## config.mk

```make
export PLATFORM = sky130hd
export DESIGN_NAME = moving_average_rate_meter
export DESIGN_NICKNAME = d
export VERILOG_FILES = /design/src/design/mar_pkg.sv /design/src/design/mar_ram.sv /design/src/design/moving_average_rate_meter.sv
export SDC_FILE = /design/constraint.sdc
export NUM_CORES = 1
export LEC_CHECK = 0
export ABC_AREA = 0
export BUFFER_PORTS_ARGS = -buffer_cell sky130_fd_sc_hd__clkbuf_2
export CAP_MARGIN = 20
export CORE_ASPECT_RATIO = 1.2
export CORE_MARGIN = 4
export CORE_UTILIZATION = 63
export DETAILED_ROUTE_END_ITERATION = 10
export GPL_TIMING_DRIVEN = 1
export PLACE_DENSITY = 0.88
export SLEW_MARGIN = 20
export SYNTH_ARGS = -nofsm -noshare
export SYNTH_HDL_FRONTEND = slang
export SYNTH_SLANG_ARGS = --single-unit
```

## constraint.sdc

```tcl
create_clock -name clk -period 5.7 [get_ports clk]
set_input_delay 0.57 -clock clk [delete_from_list [all_inputs] [get_ports clk]]
set_output_delay 0.57 -clock clk [all_outputs]
set_load 0.05 [all_outputs]
```

## src/design/mar_pkg.sv

```systemverilog
package mar_pkg;

  localparam int INTERVAL_W = 24;
  localparam int RATE_W     = 32;

  // Microseconds per second times sixteen, for a result with four fraction bits.
  localparam longint unsigned RATE_SCALE = 64'd16000000;

  typedef enum logic [1:0] {
    ST_IDLE,
    ST_READ,
    ST_DIV,
    ST_DONE
  } mar_state_t;

endpackage

```

## src/design/mar_ram.sv

```systemverilog
module mar_ram #(
  parameter int WIDTH = 24,
  parameter int DEPTH = 16
) (
  input  logic                     clk,
  input  logic                     we,
  input  logic [$clog2(DEPTH)-1:0] waddr,
  input  logic [WIDTH-1:0]         wdata,
  input  logic [$clog2(DEPTH)-1:0] raddr,
  output logic [WIDTH-1:0]         rdata
);

  logic [WIDTH-1:0] mem [DEPTH];

  always_ff @(posedge clk) begin
    if (we) begin
      mem[waddr] <= wdata;
    end
    rdata <= mem[raddr];
  end

endmodule

```

## src/design/moving_average_rate_meter.sv

```systemverilog
// Flow: a nonzero interval goes from acceptance through ST_READ and ST_DIV, where the
// bit-serial restoring divider works through the NUM_W bits of 16000000 * SAMPLE_COUNT
// (28 bits at the default), to ST_DONE; a zero interval goes straight to ST_DONE.
// ST_DONE loads the output register once it is free; no new input is taken until idle.
// Reset: synchronous, active high; the window reads as all zero until each slot is written.
module moving_average_rate_meter #(
  parameter int SAMPLE_COUNT = 16
) (
  input  logic                              clk,
  input  logic                              rst,
  input  logic                              in_valid,
  output logic                              in_ready,
  input  logic [mar_pkg::INTERVAL_W-1:0]    frame_interval,
  output logic                              out_valid,
  input  logic                              out_ready,
  output logic [mar_pkg::RATE_W-1:0]        rate_q4,
  output logic                              updated
);

  import mar_pkg::*;

  localparam int SLOT_W = $clog2(SAMPLE_COUNT);
  localparam int SUM_W  = INTERVAL_W + $clog2(SAMPLE_COUNT);
  localparam longint unsigned NUMERATOR = RATE_SCALE * 64'(SAMPLE_COUNT);
  localparam int NUM_W  = $clog2(NUMERATOR + 64'd1);
  localparam int CNT_W  = $clog2(NUM_W + 1);
  localparam longint unsigned PSUM_MAX =
    64'(SAMPLE_COUNT - 1) * ((64'd1 << INTERVAL_W) - 64'd1);

  mar_state_t state, state_next;

  logic [SLOT_W-1:0]     slot;
  logic [SLOT_W-1:0]     slot_next;
  logic                  wrapped;
  logic                  old_valid;
  logic                  is_zero;
  logic [SUM_W-1:0]      psum;
  logic [SUM_W-1:0]      total;
  logic [SUM_W-1:0]      rem;
  logic [SUM_W-1:0]      rem_next;
  logic [SUM_W:0]        rem_trial;
  logic                  fits;
  logic [NUM_W-1:0]      num_sh;
  logic [RATE_W-1:0]     quo;
  logic                  sat;
  logic [CNT_W-1:0]      cnt;
  logic [INTERVAL_W-1:0] old_interval;
  logic                  accept;
  logic                  take_nonzero;
  logic                  out_load;

  assign accept       = in_valid && in_ready;
  assign take_nonzero = accept && (frame_interval != '0);
  assign slot_next    = (slot == SLOT_W'(SAMPLE_COUNT - 1)) ? '0 : slot + 1'b1;

  // The ring is written in slot order, so an entry ahead of the write slot holds data
  // only once the slot has wrapped; before that old_valid masks it out as zero.
  mar_ram #(
    .WIDTH (INTERVAL_W),
    .DEPTH (SAMPLE_COUNT)
  ) u_ring (
    .clk   (clk),
    .we    (take_nonzero),
    .waddr (slot),
    .wdata (frame_interval),
    .raddr (slot_next),
    .rdata (old_interval)
  );

  // One quotient bit per cycle: bring down a numerator bit and try a subtraction.
  assign rem_trial = {rem, num_sh[NUM_W-1]};
  assign fits      = rem_trial >= {1'b0, total};
  always_comb begin
    if (fits) begin
      rem_next = SUM_W'(rem_trial - {1'b0, total});
    end else begin
      rem_next = rem_trial[SUM_W-1:0];
    end
  end

  always_ff @(posedge clk) begin
    if (rst) begin
      state <= ST_IDLE;
    end else begin
      state <= state_next;
    end
  end

  always_comb begin
    state_next = state;
    in_ready   = 1'b0;
    out_load   = 1'b0;
    unique case (state)
      ST_IDLE: begin
        in_ready = 1'b1;
        if (in_valid) begin
          state_next = (frame_interval == '0) ? ST_DONE : ST_READ;
        end
      end
      ST_READ: begin
        state_next = ST_DIV;
      end
      ST_DIV: begin
        if (cnt == CNT_W'(1)) begin
          state_next = ST_DONE;
        end
      end
      ST_DONE: begin
        if (!out_valid || out_ready) begin
          out_load   = 1'b1;
          state_next = ST_IDLE;
        end
      end
      default: begin
        state_next = ST_IDLE;
      end
    endcase
  end

  always_ff @(posedge clk) begin
    if (rst) begin
      slot    <= '0;
      wrapped <= 1'b0;
      psum    <= '0;
    end else begin
      if (take_nonzero) begin
        slot <= slot_next;
        if (slot == SLOT_W'(SAMPLE_COUNT - 1)) begin
          wrapped <= 1'b1;
        end
      end
      if (state == ST_READ) begin
        psum <= total - (old_valid ? SUM_W'(old_interval) : '0);
      end
    end
  end

  always_ff @(posedge clk) begin
    if (accept) begin
      is_zero   <= (frame_interval == '0);
      total     <= psum + SUM_W'(frame_interval);
      old_valid <= wrapped || (slot == SLOT_W'(SAMPLE_COUNT - 1));
    end
    if (state == ST_READ) begin
      rem    <= '0;
      num_sh <= NUM_W'(NUMERATOR);
      quo    <= '0;
      sat    <= 1'b0;
      cnt    <= CNT_W'(NUM_W);
    end else if (state == ST_DIV) begin
      rem    <= rem_next;
      num_sh <= {num_sh[NUM_W-2:0], 1'b0};
      quo    <= {quo[RATE_W-2:0], fits};
      sat    <= sat | quo[RATE_W-1];
      cnt    <= cnt - 1'b1;
    end
  end

  always_ff @(posedge clk) begin
    if (rst) begin
      out_valid <= 1'b0;
    end else if (out_load) begin
      out_valid <= 1'b1;
    end else if (out_ready) begin
      out_valid <= 1'b0;
    end
  end

  always_ff @(posedge clk) begin
    if (out_load) begin
      if (is_zero) begin
        rate_q4 <= '0;
        updated <= 1'b0;
      end else begin
        rate_q4 <= sat ? '1 : quo;
        updated <= 1'b1;
      end
    end
  end

  a_zero_keeps_window: assert property (@(posedge clk) disable iff (rst)
    accept && (frame_interval == '0) |=> $stable(psum) && $stable(slot))
    else $error("zero interval changed the window");

  a_psum_bound: assert property (@(posedge clk) disable iff (rst)
    64'(psum) <= PSUM_MAX)
    else $error("partial sum exceeds the window bound");

  a_rem_below_divisor: assert property (@(posedge clk) disable iff (rst)
    state == ST_DIV |-> rem < total)
    else $error("divider remainder not below divisor");

  a_skip_gives_zero: assert property (@(posedge clk) disable iff (rst)
    out_valid && !updated |-> rate_q4 == '0)
    else $error("skipped beat carries a nonzero rate");

endmodule

```

Word level (Yosys, flattened, before mapping)
Memories as Yosys holds them, arrays and structs flattened. A register that Yosys moved wholly into a read port is not among the register bits.
Cells that the tools add are included.
- add/sub/neg operators: 5
- multipliers: 0
- div/mod/pow operators: 0
- order comparisons: 1
- eq/ne operators: 8
- shift-type cells: 0
- mux-type cells: 17
- bitwise operators: 1
- reductions and logical operators: 11
- operators by type and width (operator ; count):
    32-bit two-way mux ; 1
    29-bit by 28-bit >= comparator with 1-bit output ; 1
    28-bit by 24-bit adder with 28-bit output ; 1
    28-bit two-way mux ; 1
    28-bit by 24-bit subtractor with 28-bit output ; 1
    28-bit subtractor ; 1
    24-bit zero test ; 1
    24-bit two-way mux ; 1
    24-bit nonzero test ; 1
    1-bit two-way mux ; 8
    2-bit two-way mux ; 4
    2-bit case mux with 4 select lines ; 1
    2-bit inequality test, second input constant ; 3
    5-bit by 1-bit equality test with 1-bit output, second input constant ; 1
    5-bit by 1-bit subtractor with 5-bit output, second input constant ; 1
    4-bit by 1-bit adder with 4-bit output, second input constant ; 1
    2-bit equality test, second input constant ; 2
    4-bit equality test, second input constant ; 1
    4-bit two-way mux ; 1
    3-bit AND reduction ; 1
    2-bit by 1-bit equality test with 1-bit output, second input constant ; 1
    1-bit logical AND ; 2
    2-bit zero test ; 1
    1-bit logical OR ; 2
    4 further kinds ; 4
- flip-flop bits (word level): 179
- latch bits: 0
- bits in writable memories: 384
- bits in read-only memories: 0
- bits of input ports: 28
- output and inout port bits: 35
- logic and storage cells: 59
- memories: 1
- memories (memory ; depth ; bits a word ; rd ports ; clocked after Yosys merged registers in ; wr ports ; line ; source):
    u_ring.mem ; 16 ; 24 ; 1 ; 1 ; 1 ; mar_ram.sv:13 ; logic [WIDTH-1:0] mem [DEPTH];

Longest topological paths before layout
- depth in word-level cells: 6
- gate-level depth with buffers: 13
- depth with buffers taken out: 11

Modules after synthesis
From an unflattened synthesis, not the netlist that was laid out.
- cells, all modules: 1804
- area total of the unflattened synthesis: 25693.4 µm²
- by module, submodules not included (module ; instances ; cells each ; area each (µm²) ; sequential area each (µm²)):
    mar_ram ; 1 ; 636 ; 14930.6 ; 12011.5
    moving_average_rate_meter ; 1 ; 1168 ; 10762.8 ; 4214.0

Worst setup path before layout
No wires, ideal clock.
- kind: reg-to-reg
- start: register state[0]
- end: memory u_ring.mem[3][0] (enable)
- setup time: 435 ps
- arrival time: 4142 ps
- required time: 5265 ps
- path slack: 1123 ps
- cell stages (with the launch flop): 8
- clock period less this slack: 4577 ps
- cell sequence: dfxtp_1 > inv_1 > ha_1 > and2_1 > nor2b_1 > clkbuf_1 > nand2_1 > nor3_1
- longest elaborated chain between the ends: 6
- RTL lines (what ; line ; source):
    from (decl) ; moving_average_rate_meter.sv:30 ; mar_state_t state, state_next;
    from (signal assigned) ; moving_average_rate_meter.sv:85 ; state <= state_next;
    2-bit zero test ; moving_average_rate_meter.sv:93 ; unique case (state)
    1-bit two-way mux ; moving_average_rate_meter.sv:93 ;
    named net in_ready ; moving_average_rate_meter.sv:12 ; output logic in_ready,
    1-bit logical AND ; moving_average_rate_meter.sv:52 ; assign accept = in_valid && in_ready;
    named net accept ; moving_average_rate_meter.sv:48 ; logic accept;
    1-bit logical AND ; moving_average_rate_meter.sv:53 ; assign take_nonzero = accept && (frame_interval != '0);
    1-bit two-way mux ; mar_ram.sv:16 ; if (we) begin
    1-bit two-way mux (implied by the code) ; mar_ram.sv:17 ; mem[waddr] <= wdata;
    to (decl) ; mar_ram.sv:13 ;
The timed path passes the listed nets, and every way through them passes these cells.

Worst setup path in the final report
- start: register state[0]
- end: memory u_ring.mem[15][8] (enable)
- longest elaborated chain between the ends: 6
- RTL lines (what ; line):
    2-bit zero test ; moving_average_rate_meter.sv:93
    1-bit two-way mux ; moving_average_rate_meter.sv:93
    1-bit logical AND ; moving_average_rate_meter.sv:52
    named net accept ; moving_average_rate_meter.sv:48
    1-bit logical AND ; moving_average_rate_meter.sv:53
    1-bit two-way mux ; mar_ram.sv:16
    1-bit two-way mux (implied by the code) ; mar_ram.sv:17
The timed path passes the listed nets, and every way through them passes these cells.

==> impl_metrics.ini <==
[setup_path]
worstPathCellList = inv_1 -> ha_1 -> and2_1 -> buf_4 -> nor2b_1 -> nand2_1 -> nor2_2 -> buf_4
path_buf_inv = 3
max_stage_delay_ns = 0.82
critPathMostFrequentCell = buf_4
worstSetupStartpointType = register
critPathTopFamily = simple AND/OR/NAND/NOR gates
cp_slowest_cell = nor2_2
worst_setup_path_end_kind = register
required_ns = 5.97
criticalPathCategory = register to register
worst-path-max-fanout = 31
cp_data_arrival_time_ns = 4.10

[timing]
fmax_ghz = 0.261
worst_slew_pin_slew_ns = 1.06
skew_ns = 0.0242
hold_violations = 0
setup_violations = 0
fin_crit_ns = 3.83
slew_viol_final = 0
max_slew_margin_pct = 29.3
rsz0062_at_grt = false
timing.final.crit_share_pct = 67.2
setup_tns_ns = 0

[detailed_routing]
antenna_left = 0
routedWlPerCell_um = 24.6
remaining_drc_errors = 0
drt_iter0_markers = 2007
drt-total-wl_mm = 60.5
vias = 16200
drtPass1Iterations = 6
via_per_inst = 6.58

[clocking]
cts_max_path_buffers = 3
cts_root_buf = clkbuf_16
cts_resized = 0
path_clk_slew_ns = 0.06
cts_buffers = 54
htree_levels = 2
cts_num_sinks = 587
insertion_delay_ns = 0.60
holdBufCountCts = 0
cts_tree = built
post_cts_buffers = 0

[layout]
drive_gt1_share_pct = 18.0
fin_util_pct = 70.9
synthToLayoutAreaGrowth_pct = 11.1
fin_cells = 2456
nets = 1990

[grt]
track_usage_pct = 27.0
grt_max_degree = 97
grt_overflow = 0
grt_pass1_wl_mm = 94.8
first_global_vias = 16200
antenna_found_initial = 1

[floorplan]
floorplan.die.width_um = 193
ioPinCount = 63
coreArea_sq_mm = 0.0407
die_area_sq_mm = 0.0446
rows = 81
die_h_um = 231
initial_utilization_pct = 63.8

[yosys]
async_flop_share_pct = 0
synthFlopType = edfxtp_1
synth_cell_type_count = 81
syn_area_per_cell_sq_um = 14.4
synthCells = 1810
synth_enable_flop_cells = 447
ys_seq_area_share_pct = 62.4
synthesis.nets = 1929
ys_seq_elements = 587
syn_area_sq_mm = 0.0260
yosysWarnings = 0

[placement]
dp_hpwl_mm = 36.6
place_congestion = 0.906
placed_cells = 2354
io_buffers = 62

[power]
finalPower_mw = 15.0
p_leak_nw = 10.2
power_density_mw_per_mm2 = 518
vdd_ir_drop_max_v = 0.000398

[worst_hold_path]
hold_path_class = input pin to register

[flow_run]
drv_cap = 0

[status]
outcome = finished, final reports clean
-- registers in the layout, summed over array words and instances (netlist names), 2 cells and up --
signal,flops
num_sh,14
psum,28
rem,28
rate_q4,32
u_ring.rdata,24
total,28
quo,32
u_ring.mem,384
cnt,5
slot,4
state,2
-- cell usage in the layout, fill, tap and decap left out, types with 10 or more instances in the layout --
master	netlist	layout
buf_4	0	24
o21a_1	17	17
inv_1	56	56
xor2_1	22	22
nand2b_1	11	11
nor2_2	0	12
a21o_1	21	21
nor2_1	218	206
o31ai_1	15	14
xnor2_1	42	42
a211oi_1	36	36
clkbuf_2	0	62
nand2_1	104	104
mux2i_1	70	70
mux4_2	118	118
nand4_1	10	10
a21oi_1	69	69
ha_1	88	85
o21ai_0	39	39
dfxtp_1	140	140
clkbuf_16	0	56
edfxtp_1	447	447
nor3_1	18	14
nand3_1	17	17
-- logic make-up (layout without fill, tap and decap cells) --
| kind of cell | count (synthesis) | after routing | synth area share, % |
|---|---|---|---|
| other | 0 | 1 | 0 |
| multiplexers | 189 | 189 | 13.0 |
| flip-flops | 587 | 587 | 62.4 |
| buffers and inverters | 138 | 244 | 2.18 |
| AND/OR/NAND/NOR | 449 | 449 | 7.75 |
| adder cells (fa/ha/maj) | 91 | 91 | 4.47 |
| XOR/XNOR | 65 | 65 | 2.22 |
| AO/OA/AOI/OAI | 291 | 291 | 8.00 |
-- where the power goes --
group | internal (mW) | switching (mW)
logic | 2.29 | 3.23
clock network | 2.27 | 1.61
registers | 5.19 | 0.372
total | 9.75 | 5.21
-- stage by stage --
stage,instance area [sq um],hold slack [ns],worst slack [ns]
final,28900,0.305,1.87
after floorplan,26000,0.430,1.12
after detailed placement,27000,0.453,1.99
after global routing,28900,0.340,1.75
after global placement,27000,0.444,2.12
after CTS,28900,0.284,1.97
-- cell usage after synthesis, types with 13 or more instances --
cell / n / area (sq um)
edfxtp_1: 447 / 13400
nor2_1: 218 / 818
dfxtp_1: 140 / 2800
mux4_2: 118 / 2660
nand2_1: 104 / 390
ha_1: 88 / 1100
mux2i_1: 70 / 701
a21oi_1: 69 / 345
clkbuf_1: 57 / 214
inv_1: 56 / 210
xnor2_1: 42 / 368
o21ai_0: 39 / 195
a211oi_1: 36 / 270
xor2_1: 22 / 193
a21o_1: 21 / 158
nor3_1: 18 / 90.1
nand3_1: 17 / 85.1
o21a_1: 17 / 128
o31ai_1: 15 / 113
buf_2: 13 / 65.1
-- final timing paths --
kind / slack [ns] / cells past startpoint / start / endpoint
worst max register to register: 1.87 / 8 / state[0] / u_ring.mem[15][8]
worst min-delay path: 0.31 / 4 / out_ready / out_valid
worst max-delay path: 1.87 / 8 / state[0] / u_ring.mem[15][8]
worst min register to register: 0.47 / 1 / num_sh[14] / num_sh[14]
-- tightest hold or removal path, stage by stage --
cell      delay (ns)
clkbuf_2        0.08
nor2b_1         0.07
nor2_1          0.09
nor2_1          0.04
-- layout make-up --
| class | instances | area, sq um |
|---|---|---|
| clock buffer | 65 | 1480 |
| clock inverter | 36 | 453 |
| inverter | 56 | 210 |
| tap | 539 | 674 |
| sequential | 587 | 16200 |
| timing repair buffer | 87 | 510 |
| multi-input combinational | 1085 | 9340 |
| antenna | 1 | 2.50 |
| fill | 2463 | 11900 |
-- metal layers --
metal,vias to the layer above,global-route usage (%),part of all wire (%)
li1,7089,-,-
met1,7989,35.3,38
met2,904,47.1,51
met3,170,3.85,7.3
met4,0,9.27,3.7
met5,-,0,0
Power figures use the tool's default switching activity.
